==> src/hdl/pzarg_pkg.sv <==
// ----------------------------------------------------------------------------
// Activation rate guard package
// Shared widths, reset values, register indexes, control codes and the
// flag group that the bit-serial comparators report.
// ----------------------------------------------------------------------------
package pzarg_pkg;

  localparam int ZONES_DEF = 8;
  localparam int ZONE_ID_W = 4;
  localparam int TIME_W    = 32;
  localparam int CNT_W     = 8;
  localparam int CFG_IDX_W = 2;

  localparam logic [TIME_W-1:0] MIN_INTERVAL_RST = TIME_W'(600000);
  localparam logic [CNT_W-1:0]  MAX_PER_WIN_RST  = CNT_W'(6);
  localparam logic [TIME_W-1:0] COOLDOWN_RST     = TIME_W'(3600000);
  localparam logic [TIME_W-1:0] WINDOW_RST       = TIME_W'(3600000);

  // Configuration register indexes.
  typedef enum logic [CFG_IDX_W-1:0] {
    CFG_MIN_INTERVAL = 2'd0,
    CFG_MAX_PER_WIN  = 2'd1,
    CFG_COOLDOWN     = 2'd2,
    CFG_WINDOW       = 2'd3
  } cfg_idx_t;

  // Item opcodes.
  typedef enum logic {
    OP_CHECK = 1'b0,
    OP_CLEAR = 1'b1
  } opcode_t;

  typedef enum logic [1:0] {
    ST_IDLE,
    ST_SHIFT,
    ST_FINISH
  } state_t;

  // Result of one serial pass: difference above, below threshold, and
  // whether the subtracted stored time had any bit set.
  typedef struct packed {
    logic gt;
    logic lt;
    logic nz;
  } cmp_flags_t;

endpackage

==> src/hdl/pzarg_serial_cmp.sv <==
// ----------------------------------------------------------------------------
// Bit-serial wrapped difference compare
// Forms (now - stored) one bit a cycle while step is high, LSB first, and
// compares the difference against a threshold streamed in alongside it.
// ----------------------------------------------------------------------------
module pzarg_serial_cmp (
  input  logic                  clk,
  input  logic                  start,
  input  logic                  step,
  input  logic                  now_bit,
  input  logic                  sub_bit,
  input  logic                  thr_bit,
  output pzarg_pkg::cmp_flags_t flags
);
  import pzarg_pkg::*;

  logic borrow;
  logic diff_bit;

  assign diff_bit = now_bit ^ sub_bit ^ borrow;

  // The highest differing bit decides the compare, so a later bit overrides.
  always_ff @(posedge clk) begin
    if (start) begin
      borrow <= 1'b0;
      flags  <= '0;
    end else if (step) begin
      borrow   <= (~now_bit & sub_bit) | (~(now_bit ^ sub_bit) & borrow);
      flags.nz <= flags.nz | sub_bit;
      if (diff_bit != thr_bit) begin
        flags.gt <= diff_bit;
        flags.lt <= thr_bit;
      end
    end
  end

endmodule

==> src/hdl/per_zone_activation_rate_guard_core.sv <==
// ----------------------------------------------------------------------------
// Per-zone activation rate guard
// Fixed-window rate limiter with minimum grant spacing and alert cooldown.
// ----------------------------------------------------------------------------
// A check item runs a 32-bit serial pass through the three comparators and
// then a decision step that loads the output register; clear and invalid-zone
// items go straight to the decision. The decision waits while the output
// register holds an unaccepted result. The input takes no new item until the
// decision has loaded the output register.
// Reset: rst (synchronous) restores the register defaults and empties all zones.
module per_zone_activation_rate_guard_core #(
  parameter int ZONES = pzarg_pkg::ZONES_DEF
) (
  input  logic                             clk,
  input  logic                             rst,
  // Input item.
  input  logic                             s_tvalid,
  output logic                             s_tready,
  input  logic [39:0]                      s_tdata,  // zone_id[3:0], now_ms[35:4], zero pad
  input  logic [0:0]                       s_tuser,  // opcode[0]
  // Result item.
  output logic                             m_tvalid,
  input  logic                             m_tready,
  output logic [15:0]                      m_tdata,  // granted[0], zone_invalid[1],
                                                     // too_soon[2], alert[3],
                                                     // window_count[11:4], zero pad
  // Configuration writes.
  input  logic                             cfg_valid,
  output logic                             cfg_ready,
  input  logic [pzarg_pkg::CFG_IDX_W-1:0]  cfg_index,
  input  logic [pzarg_pkg::TIME_W-1:0]     cfg_data
);
  import pzarg_pkg::*;

  localparam int ZI_W  = (ZONES > 1) ? $clog2(ZONES) : 1;
  localparam int BIT_W = $clog2(TIME_W);
  localparam logic [BIT_W-1:0] LAST_BIT = BIT_W'(TIME_W - 1);
  localparam logic [CNT_W-1:0] CNT_MAX  = {CNT_W{1'b1}};

  // Configuration registers.
  logic [TIME_W-1:0] min_interval;
  logic [CNT_W-1:0]  max_per_win;
  logic [TIME_W-1:0] cooldown;
  logic [TIME_W-1:0] window_len;

  // Zone state. An empty zone reads as all zeros, so a clear only drops the
  // zone's occupied bit.
  logic [ZONES-1:0]  zone_used;
  logic [TIME_W-1:0] ws_mem  [ZONES];
  logic [CNT_W-1:0]  rc_mem  [ZONES];
  logic [TIME_W-1:0] lgt_mem [ZONES];
  logic [TIME_W-1:0] lat_mem [ZONES];

  state_t state, state_next;

  // Item captured on acceptance.
  logic [ZI_W-1:0]      zidx;
  logic                 op_clear;
  logic                 op_invalid;
  logic [BIT_W-1:0]     bit_cnt;
  logic [CNT_W-1:0]     rc_q;

  // Serial shift lines: the current time and the stored zone times rotate so
  // that they are whole again at the end for the write-back; the thresholds
  // simply drain one bit a cycle while shifting.
  logic [TIME_W-1:0] now_sh;
  logic [TIME_W-1:0] ws_sh, lgt_sh, lat_sh;
  logic [TIME_W-1:0] win_sh, min_sh, cd_sh;

  cmp_flags_t win_flags, grant_flags, alert_flags;

  logic [15:0] out_data;

  // Accept path decode.
  logic [ZONE_ID_W-1:0] in_zone;
  logic [ZONE_ID_W-1:0] in_zone_m1;
  logic                 in_invalid;
  logic [ZI_W-1:0]      in_zidx;
  logic                 accept;
  logic                 step;
  logic                 finish;
  logic                 out_free;

  assign in_zone    = s_tdata[ZONE_ID_W-1:0];
  assign in_zone_m1 = in_zone - ZONE_ID_W'(1);
  assign in_zidx    = in_zone_m1[ZI_W-1:0];
  assign in_invalid = (in_zone == '0) || (in_zone > ZONE_ID_W'(ZONES));
  assign out_free   = !m_tvalid || m_tready;
  assign cfg_ready  = !rst;

  // Sequencer: next state and strobes.
  always_comb begin
    state_next = state;
    s_tready   = 1'b0;
    accept     = 1'b0;
    step       = 1'b0;
    finish     = 1'b0;
    case (state)
      ST_IDLE: begin
        s_tready = !rst;
        accept   = s_tvalid && !rst;
        if (accept) begin
          if (in_invalid || s_tuser[0] == OP_CLEAR) begin
            state_next = ST_FINISH;
          end else begin
            state_next = ST_SHIFT;
          end
        end
      end
      ST_SHIFT: begin
        step = 1'b1;
        if (bit_cnt == LAST_BIT) begin
          state_next = ST_FINISH;
        end
      end
      ST_FINISH: begin
        if (out_free) begin
          finish     = 1'b1;
          state_next = ST_IDLE;
        end
      end
      default: begin
        state_next = ST_IDLE;
      end
    endcase
  end

  always_ff @(posedge clk) begin
    if (rst) begin
      state <= ST_IDLE;
    end else begin
      state <= state_next;
    end
  end

  // Three comparisons share one pass: window expiry, grant spacing and alert
  // cooldown. None of them depends on what the others will write back.
  pzarg_serial_cmp u_win_cmp (
    .clk     (clk),
    .start   (accept),
    .step    (step),
    .now_bit (now_sh[0]),
    .sub_bit (ws_sh[0]),
    .thr_bit (win_sh[0]),
    .flags   (win_flags)
  );

  pzarg_serial_cmp u_grant_cmp (
    .clk     (clk),
    .start   (accept),
    .step    (step),
    .now_bit (now_sh[0]),
    .sub_bit (lgt_sh[0]),
    .thr_bit (min_sh[0]),
    .flags   (grant_flags)
  );

  pzarg_serial_cmp u_alert_cmp (
    .clk     (clk),
    .start   (accept),
    .step    (step),
    .now_bit (now_sh[0]),
    .sub_bit (lat_sh[0]),
    .thr_bit (cd_sh[0]),
    .flags   (alert_flags)
  );

  // Item capture and serial shifting. The zone read happens at acceptance,
  // from the index of the incoming item.
  always_ff @(posedge clk) begin
    if (accept) begin
      zidx       <= in_zidx;
      op_clear   <= (s_tuser[0] == OP_CLEAR);
      op_invalid <= in_invalid;
      bit_cnt    <= '0;
      now_sh     <= s_tdata[ZONE_ID_W +: TIME_W];
      ws_sh      <= zone_used[in_zidx] ? ws_mem[in_zidx]  : '0;
      rc_q       <= zone_used[in_zidx] ? rc_mem[in_zidx]  : '0;
      lgt_sh     <= zone_used[in_zidx] ? lgt_mem[in_zidx] : '0;
      lat_sh     <= zone_used[in_zidx] ? lat_mem[in_zidx] : '0;
      win_sh     <= window_len;
      min_sh     <= min_interval;
      cd_sh      <= cooldown;
    end else if (step) begin
      bit_cnt <= bit_cnt + BIT_W'(1);
      now_sh  <= {now_sh[0], now_sh[TIME_W-1:1]};
      ws_sh   <= {ws_sh[0], ws_sh[TIME_W-1:1]};
      lgt_sh  <= {lgt_sh[0], lgt_sh[TIME_W-1:1]};
      lat_sh  <= {lat_sh[0], lat_sh[TIME_W-1:1]};
      win_sh  <= win_sh >> 1;
      min_sh  <= min_sh >> 1;
      cd_sh   <= cd_sh  >> 1;
    end
  end

  // Decision for a check item.
  logic [CNT_W-1:0] cnt_base, cnt_new;
  logic             too_soon, over_limit, do_alert, granted;

  always_comb begin
    cnt_base   = win_flags.gt ? '0 : rc_q;
    cnt_new    = (cnt_base == CNT_MAX) ? cnt_base : cnt_base + CNT_W'(1);
    // A stored grant or alert time of zero means there was none.
    too_soon   = grant_flags.nz && grant_flags.lt;
    over_limit = (cnt_new >= max_per_win);
    do_alert   = over_limit && !(alert_flags.nz && alert_flags.lt);
    granted    = !too_soon && !over_limit;
  end

  // Zone write-back and result register.
  always_ff @(posedge clk) begin
    if (rst) begin
      zone_used <= '0;
    end else if (finish && !op_invalid) begin
      zone_used[zidx] <= !op_clear;
    end
  end

  always_ff @(posedge clk) begin
    if (finish && !op_invalid && !op_clear) begin
      ws_mem[zidx]  <= win_flags.gt ? now_sh : ws_sh;
      rc_mem[zidx]  <= cnt_new;
      lgt_mem[zidx] <= too_soon ? lgt_sh : now_sh;
      lat_mem[zidx] <= do_alert ? now_sh : lat_sh;
    end
  end

  always_ff @(posedge clk) begin
    if (finish) begin
      if (op_invalid) begin
        out_data <= 16'h0002;
      end else if (op_clear) begin
        out_data <= '0;
      end else begin
        out_data <= {4'b0000, cnt_new, do_alert, too_soon, 1'b0, granted};
      end
    end
  end

  always_ff @(posedge clk) begin
    if (rst) begin
      m_tvalid <= 1'b0;
    end else if (finish) begin
      m_tvalid <= 1'b1;
    end else if (m_tready) begin
      m_tvalid <= 1'b0;
    end
  end

  assign m_tdata = out_data;

  // Configuration registers.
  always_ff @(posedge clk) begin
    if (rst) begin
      min_interval <= MIN_INTERVAL_RST;
      max_per_win  <= MAX_PER_WIN_RST;
      cooldown     <= COOLDOWN_RST;
      window_len   <= WINDOW_RST;
    end else if (cfg_valid) begin
      case (cfg_idx_t'(cfg_index))
        CFG_MIN_INTERVAL: min_interval <= cfg_data;
        CFG_MAX_PER_WIN:  max_per_win  <= cfg_data[CNT_W-1:0];
        CFG_COOLDOWN:     cooldown     <= cfg_data;
        CFG_WINDOW:       window_len   <= cfg_data;
        default: begin
        end
      endcase
    end
  end

endmodule
==> config.mk <==
export PLATFORM = sky130hd
export DESIGN_NAME = per_zone_activation_rate_guard_core
export DESIGN_NICKNAME = d
export VERILOG_FILES = /design/src/hdl/pzarg_pkg.sv /design/src/hdl/pzarg_serial_cmp.sv /design/src/hdl/per_zone_activation_rate_guard_core.sv
export SDC_FILE = /design/constraint.sdc
export NUM_CORES = 1
export LEC_CHECK = 0
export ABC_AREA = 1
export ABC_CLOCK_PERIOD_IN_PS = 15200
export BUFFER_PORTS_ARGS = -buffer_cell sky130_fd_sc_hd__buf_2
export CAP_MARGIN = 20
export CORE_MARGIN = 3
export CORE_UTILIZATION = 45
export CTS_CLUSTER_SIZE = 25
export DETAILED_ROUTE_END_ITERATION = 7
export GPL_ROUTABILITY_DRIVEN = 0
export PLACE_DENSITY = 0.72
export RECOVER_POWER = 100
export SETUP_SLACK_MARGIN = 0.1
export SLEW_MARGIN = 25
export SYNTH_ARGS = -nofsm -noshare
export SYNTH_HDL_FRONTEND = slang
export SYNTH_SLANG_ARGS = --single-unit
export TNS_END_PERCENT = 50
==> constraint.sdc <==
create_clock -name clk -period 15.2 [get_ports clk]
set_clock_uncertainty 0.15 [all_clocks]
set_input_delay 0 -clock clk [delete_from_list [all_inputs] [get_ports clk]]
set_output_delay 0 -clock clk [all_outputs]
set_load 0.005 [all_outputs]
== After elaboration in Yosys (flattened, before gate mapping) ==
Memory sizes are Yosys's and may differ from the RTL's. A register that Yosys moved wholly into a read port is not among the register bits.
Index checks and enable logic that the tools add are counted.
Storage, ports and cells
  bits in registers: 373
  latch bits: 0
  bits in writable memories: 832
  ROM bits: 0
  output and inout port bits: 19
  logic and storage cells: 148
  memories: 4
Operators by class
  add/sub/neg operators: 3
  multiply operators: 0
  div/mod/pow operators: 0
  magnitude comparators: 5
  equal/unequal tests: 13
  shift-type cells: 0
  muxes and demuxes: 41
  bitwise logic cells: 21
  reduce and logical (&&, ||, !) cells: 33
Memory list
  lat_mem: words 8, width 32, read ports 1, clocked after memory_dff 0, write ports 1, line per_zone_activation_rate_guard_core.sv:52  | logic [TIME_W-1:0] lat_mem [ZONES];
  lgt_mem: words 8, width 32, read ports 1, clocked after memory_dff 0, write ports 1, line per_zone_activation_rate_guard_core.sv:51  | logic [TIME_W-1:0] lgt_mem [ZONES];
  ws_mem: words 8, width 32, read ports 1, clocked after memory_dff 0, write ports 1, line per_zone_activation_rate_guard_core.sv:49  | logic [TIME_W-1:0] ws_mem [ZONES];
  rc_mem: words 8, width 8, read ports 1, clocked after memory_dff 1, write ports 1, line per_zone_activation_rate_guard_core.sv:50  | logic [CNT_W-1:0] rc_mem [ZONES];
Operator list (count)
  32-bit 2-to-1 mux: 20
  8-bit 2-to-1 mux: 2
  2-bit AND reduction: 7
  1-bit 2-to-1 mux: 11
  8-bit by 1-bit adder with 8-bit output (second input constant): 1
  8-bit bitwise mux: 1
  8-bit == test (second input constant): 1
  8-bit greater-or-equal comparator: 1
  1-bit logical AND: 8
  1-bit zero test: 8
  3-bit by 4-bit less-than comparator with 1-bit output (second input constant): 2
  2-bit 2-to-1 mux: 4
  1-bit AND: 6
  2-bit == test (second input constant): 3
  2-bit inequality test (second input constant): 3
  2-bit case mux with 3 select lines: 1
  1-bit XOR: 6
  5-bit by 1-bit adder with 5-bit output (second input constant): 1
  5-bit == test (second input constant): 1
  1-bit OR: 5
  2-bit by 1-bit == test with 1-bit output (second input constant): 2
  4-bit > comparator (second input constant): 1
  2-bit zero test: 2
  4-bit zero test: 1
  10 further kinds: 18

== Depth between registers and ports, before layout ==
  depth in word-level cells: 8
  mapped depth: 20

== Cells and area by module ==
Synthesis repeated with hierarchy kept, for this count alone.
Unflattened totals
  cell total of the unflattened synthesis: 5577
  area, all modules: 52937.0 um^2
By module, submodules not included
  per_zone_activation_rate_guard_core: instances 1, cells an instance 5502, area an instance 52366.5 um^2, seq. area each 34863.4 um^2
  pzarg_serial_cmp: instances 3, cells an instance 25, area an instance 190.2 um^2, seq. area each 80.1 um^2

== Worst setup path after synthesis ==
Ideal clock, no wire load.
  kind: register to register
  from: register state[0]
  to: memory lat_mem[1][0], enable pin
  arrival time: 11071 ps
  data required time: 14227 ps
  slack: 3156 ps
  cell stages (with the launch flop): 6
  buffers on the path: 0
  cells stage by stage: dfxtp_1 inv_2 nand2_1 nor2_1 nand2_1 nor4_1
On the way
  cells in the longest elaborated chain, start to end: 6
RTL lines
  from (decl): line per_zone_activation_rate_guard_core.sv:54  | state_t state, state_next;
  from (signal assigned): line per_zone_activation_rate_guard_core.sv:132  | state <= state_next;
  2-bit == test: line per_zone_activation_rate_guard_core.sv:98  | case (state)
  1-bit 2-to-1 mux: line per_zone_activation_rate_guard_core.sv:98
  net finish: line per_zone_activation_rate_guard_core.sv:81  | logic finish;
  1-bit logical AND (2 in a row): line per_zone_activation_rate_guard_core.sv:220  | if (finish && !op_invalid && !op_clear) begin
  1-bit 2-to-1 mux: line per_zone_activation_rate_guard_core.sv:220
  1-bit 2-to-1 mux: line per_zone_activation_rate_guard_core.sv:224  | lat_mem[zidx] <= do_alert ? now_sh : lat_sh;
  to (decl): line per_zone_activation_rate_guard_core.sv:52
The timed path passes the listed nets, and every way through them passes these cells.

== Worst setup path after layout ==
  from: register state[0]
  to: register now_sh[20] (data pin)
On the way
  cells in the longest elaborated chain, start to end: 3
RTL lines
  2-bit zero test: line per_zone_activation_rate_guard_core.sv:98
  1-bit 2-to-1 mux: line per_zone_activation_rate_guard_core.sv:98
  32-bit 2-to-1 mux: line per_zone_activation_rate_guard_core.sv:171  | if (accept) begin
  to (signal assigned): line per_zone_activation_rate_guard_core.sv:176  | now_sh <= s_tdata[ZONE_ID_W +: TIME_W];
  to (signal assigned): line per_zone_activation_rate_guard_core.sv:186  | now_sh <= {now_sh[0], now_sh[TIME_W-1:1]};
  to (decl): line per_zone_activation_rate_guard_core.sv:66  | logic [TIME_W-1:0] now_sh;
No other way between the ends.
A chain may end at the register's enable or synchronous reset.

==> results.txt <==
----------------------------------------------------
[Route]
  Wire length reported by the detailed router ... 129000 um
  Via density per instance ... 5.122
  Detailed-routing iteration count for the pre-antenna-repair pass ... 5
  DR vias ... 37511
  Average wire length per cell after detail routing ... 17.61 um
  Initial detailed-routing violation count ... 3622
  DRT antenna net count ... 0
  DRC violation count after routing ... 0

[Worst setup path]
  Most Frequent Cell on Critical Path ... sky130_fd_sc_hd__nand2_1
  Slowest-stage cell, CP ... sky130_fd_sc_hd__clkbuf_1
  Critical path data arrival time ... 9.91 ns
  Worst-path cell chain ... inv_1 > nand2_1 > nor3_1 > clkbuf_1 > nand2_1 > nand2_1
  Type of destination of the critical path ... flip-flop
  Maximum fanout encountered on the critical timing path ... 160
  Critical path buffers and inverters ... 2
  Dominant delay contributor by cell family on the critical path ... buffers and inverters
  Type of the worst setup path ... flip-flop to flip-flop
  Required time worst endpoint ... 15.58 ns
  Max stage delay on crit path ... 6.19 ns
  Startpoint class of the critical path ... flip-flop

[CTS]
  H-tree levels ... 3
  Clock buffers created by TritonCTS ... 117
  Cell at the root of the clock tree ... sky130_fd_sc_hd__clkbuf_16
  Buffer levels on the longest clock path ... 3
  Clock tree from TritonCTS ... built
  Number of sinks driven by the clock tree ... 1209
  Later-pin clock latency in the skew report ... 0.72 ns
  Resized cells post-CTS ... 0
  Clock slew at reported path FFs ... 0.06 ns

[Synthesis]
  Dominant cell by count in the synthesized netlist ... sky130_fd_sc_hd__nand2_1
  Leading post-synthesis cells by instance count ... sky130_fd_sc_hd__nand2_1 (2220), sky130_fd_sc_hd__edfxtp_1 (1081), sky130_fd_sc_hd__inv_1 (866)
  Number of enable-type register cells in the synthesized netlist ... 1081
  Number of distinct library cell variants in the gate-level netlist after synthesis ... 30
  Post-synth top area share ... 0.6145
  Prevailing post-synth register cell ... sky130_fd_sc_hd__edfxtp_1
  Yosys warning count ... 0
  Cell type with the highest aggregate area in the netlist ... sky130_fd_sc_hd__edfxtp_1
  Part of the Yosys area used for sequential elements ... 0.6630
  Syn Std Cell Area ... 52830 um^2
  Share of flip-flops with an asynchronous set or reset ... 0
  Synthesized instance count ... 5574
  Post-synthesis sequential element count ... 1209
  Syn_area_per_cell ... 9.478 um^2
  Biggest area contributors in the synthesized netlist ... sky130_fd_sc_hd__edfxtp_1 (61%), sky130_fd_sc_hd__nand2_1 (16%), sky130_fd_sc_hd__inv_1 (6.2%)

[Floorplanning]
  DIE AREA ... 121500 um^2
  Number of placed I/O pins ... 99
  Die height ... 348.6 um
  Die width ... 348.6 um
  Initial standard-cell utilization of the core ... 0.4540
  Total number of placement rows ... 125
  Placeable core area ... 116400 um^2

[Timing]
  Final-report max-slew violation count ... 1677
  Post-layout minimum cycle time ... 9.534 ns
  Finish-stage setup viols ... 0
  Setup TNS Final ... 0 ns
  Max-slew headroom ... -4.954
  Max frequency ... 0.1049 GHz
  Setup repair after global routing missed its margin ... no
  Slew at the pin closest to its max-slew limit ... 8.931 ns
  Slack of the critical path ... 5.666 ns
  Final hold violation count ... 0
  Post-route clock period utilization ... 0.6272

[Global route]
  Antenna violations before repair ... 9
  Vias in the first global route ... 36243
  First-pass GRT wire length ... 201000 um
  Total grt overflow ... 0
  Pin count of the biggest net entering global routing ... 186
  Total routing resource utilization after global routing ... 0.2097

[Cells and area]
  Layout-stage area growth over the synthesis result ... 12.77%
  Post-route design area ... 59570 um^2
  Share of cells above drive strength 1 ... 0.05178
  Post-layout util ... 0.5120
  Total of fill cells in the finished design ... 10008
  Number of nets in the finished design ... 5786

[Status]
  Status ... finished with violations
  Failing checks ... capacitance limit, slew limit

[Pwr]
  Leak pwr ... 26.37 nW
  Power density cells ... 136.4 nW/um^2
  Final total power ... 8.125 mW
  Peak supply drop ... 0.0001108 V

[Worst hold path]
  Worst hold path class ... input pin to flip-flop

[Job]
  Max-capacitance violation count ... 30

[Placement]
  Post-Place Setup Slack ... 10.06 ns
  Port Buffer Count ... 90
  Estimated wirelength of the detail-placed design ... 62030 um
  Placed standard-cell area ... 54410 um^2

----------------------------------------------------
through the flow:
stage,instances,hold slack (ns)
3_3_place_gp,6950,0.04904
3_5_place_dp,6950,0.05145
6_report,7324,0.02058
2_1_floorplan,5577,-0.05113
4_1_cts,7318,0.006812
5_1_grt,7322,0.03238
cell type report:
cell class / instances / area (um^2) / share of cell area
diodes: 6 / 15.01 / 0.0002520
inverters: 872 / 3301 / 0.05541
clock inverters: 60 / 553.0 / 0.009283
multi-input cells: 3212 / 13260 / 0.2226
well taps: 1524 / 1907 / 0.03201
clock buffers: 162 / 3321 / 0.05574
repair buffers: 279 / 2190 / 0.03676
flip-flops and latches: 1209 / 35020 / 0.5879
sequential cells by signal, summed over array words and instances (netlist names), 3 cells and up:
register / count
ws_sh: 32
now_sh: 32
window_len: 32
lat_mem: 256
cooldown: 32
m_tdata: 12
lgt_mem: 256
rc_mem: 64
zone_used: 8
lat_sh: 32
zidx: 3
cd_sh: 32
min_sh: 32
min_interval: 32
lgt_sh: 32
bit_cnt: 5
win_sh: 32
rc_q: 8
ws_mem: 256
max_per_win: 8
placed cells by master, fill, tap and decap left out, types with 2 or more instances in the layout:
| cell | count |
|---|---|
| sky130_fd_sc_hd__dfxtp_1 | 128 |
| sky130_fd_sc_hd__or2_2 | 7 |
| sky130_fd_sc_hd__nand2_1 | 2220 |
| sky130_fd_sc_hd__bufinv_16 | 8 |
| sky130_fd_sc_hd__diode_2 | 6 |
| sky130_fd_sc_hd__inv_2 | 2 |
| sky130_fd_sc_hd__clkinv_1 | 25 |
| sky130_fd_sc_hd__clkbuf_16 | 120 |
| sky130_fd_sc_hd__o211ai_1 | 2 |
| sky130_fd_sc_hd__xor2_1 | 6 |
| sky130_fd_sc_hd__a21oi_1 | 55 |
| sky130_fd_sc_hd__clkbuf_1 | 53 |
| sky130_fd_sc_hd__buf_6 | 2 |
| sky130_fd_sc_hd__o21ai_0 | 138 |
| sky130_fd_sc_hd__dlygate4sd3_1 | 146 |
| sky130_fd_sc_hd__buf_12 | 2 |
| sky130_fd_sc_hd__clkinvlp_2 | 8 |
| sky130_fd_sc_hd__fa_1 | 3 |
| sky130_fd_sc_hd__nor3_1 | 9 |
| sky130_fd_sc_hd__edfxtp_1 | 1081 |
| sky130_fd_sc_hd__inv_6 | 3 |
| sky130_fd_sc_hd__ha_1 | 12 |
| sky130_fd_sc_hd__buf_4 | 22 |
| sky130_fd_sc_hd__clkbuf_8 | 16 |
| sky130_fd_sc_hd__clkinvlp_4 | 2 |
| sky130_fd_sc_hd__conb_1 | 4 |
| sky130_fd_sc_hd__o21ai_1 | 4 |
| sky130_fd_sc_hd__nand4_1 | 2 |
| sky130_fd_sc_hd__clkinv_16 | 2 |
| sky130_fd_sc_hd__nor2_1 | 188 |
| sky130_fd_sc_hd__inv_1 | 857 |
| sky130_fd_sc_hd__buf_2 | 79 |
| sky130_fd_sc_hd__nand3_1 | 556 |
| sky130_fd_sc_hd__inv_8 | 2 |
| sky130_fd_sc_hd__clkinv_2 | 20 |
final timing paths:
path / from / to / slack (ns) / cells after the start
setup / recovery: state[0] / now_sh[20] / 5.67 / 6
hold / removal: cfg_data[2] / max_per_win[2] / 0.02 / 4
setup reg to reg: state[0] / now_sh[20] / 5.67 / 6
hold reg to reg: window_len[2] / window_len[2] / 0.30 / 2
routing by layer:
layer | GRT usage | wire length [um] | vias up
li1 | - | - | 17863
met1 | 0.2799 | 52330 | 17850
met2 | 0.3554 | 61870 | 1584
met3 | 0.03520 | 11630 | 212
met4 | 0.05698 | 3160 | 2
met5 | 0 | 11 | -
cells by family after synthesis:
logic type | Yosys count | share of synthesized area
other | 1 | 0.00007098
and+or+nand+nor | 2984 | 0.2261
adders and majority gates | 15 | 0.003979
xor gates and xnor gates | 7 | 0.001303
buffers and inverters | 1156 | 0.08623
AOI/OAI and AO/OA | 202 | 0.01935
DFF | 1209 | 0.6630
where the power goes:
group	switching, mW	internal (mW)
registers	0.101	4.06
clock network	1.25	1.66
logic	0.778	0.275
worst min-delay path: stages:
cell and delay, ns:
sky130_fd_sc_hd__dlygate4sd3_1 0.55, sky130_fd_sc_hd__buf_2 0.16, sky130_fd_sc_hd__nand2_1 0.06, sky130_fd_sc_hd__o211ai_1 0.07
what timing repair did:
action	in CTS	in global routing
endpoints found under the hold margin	177	0
buffers inserted	0	0
hold buffers	146	0
(Power assumes the default switching activity.)
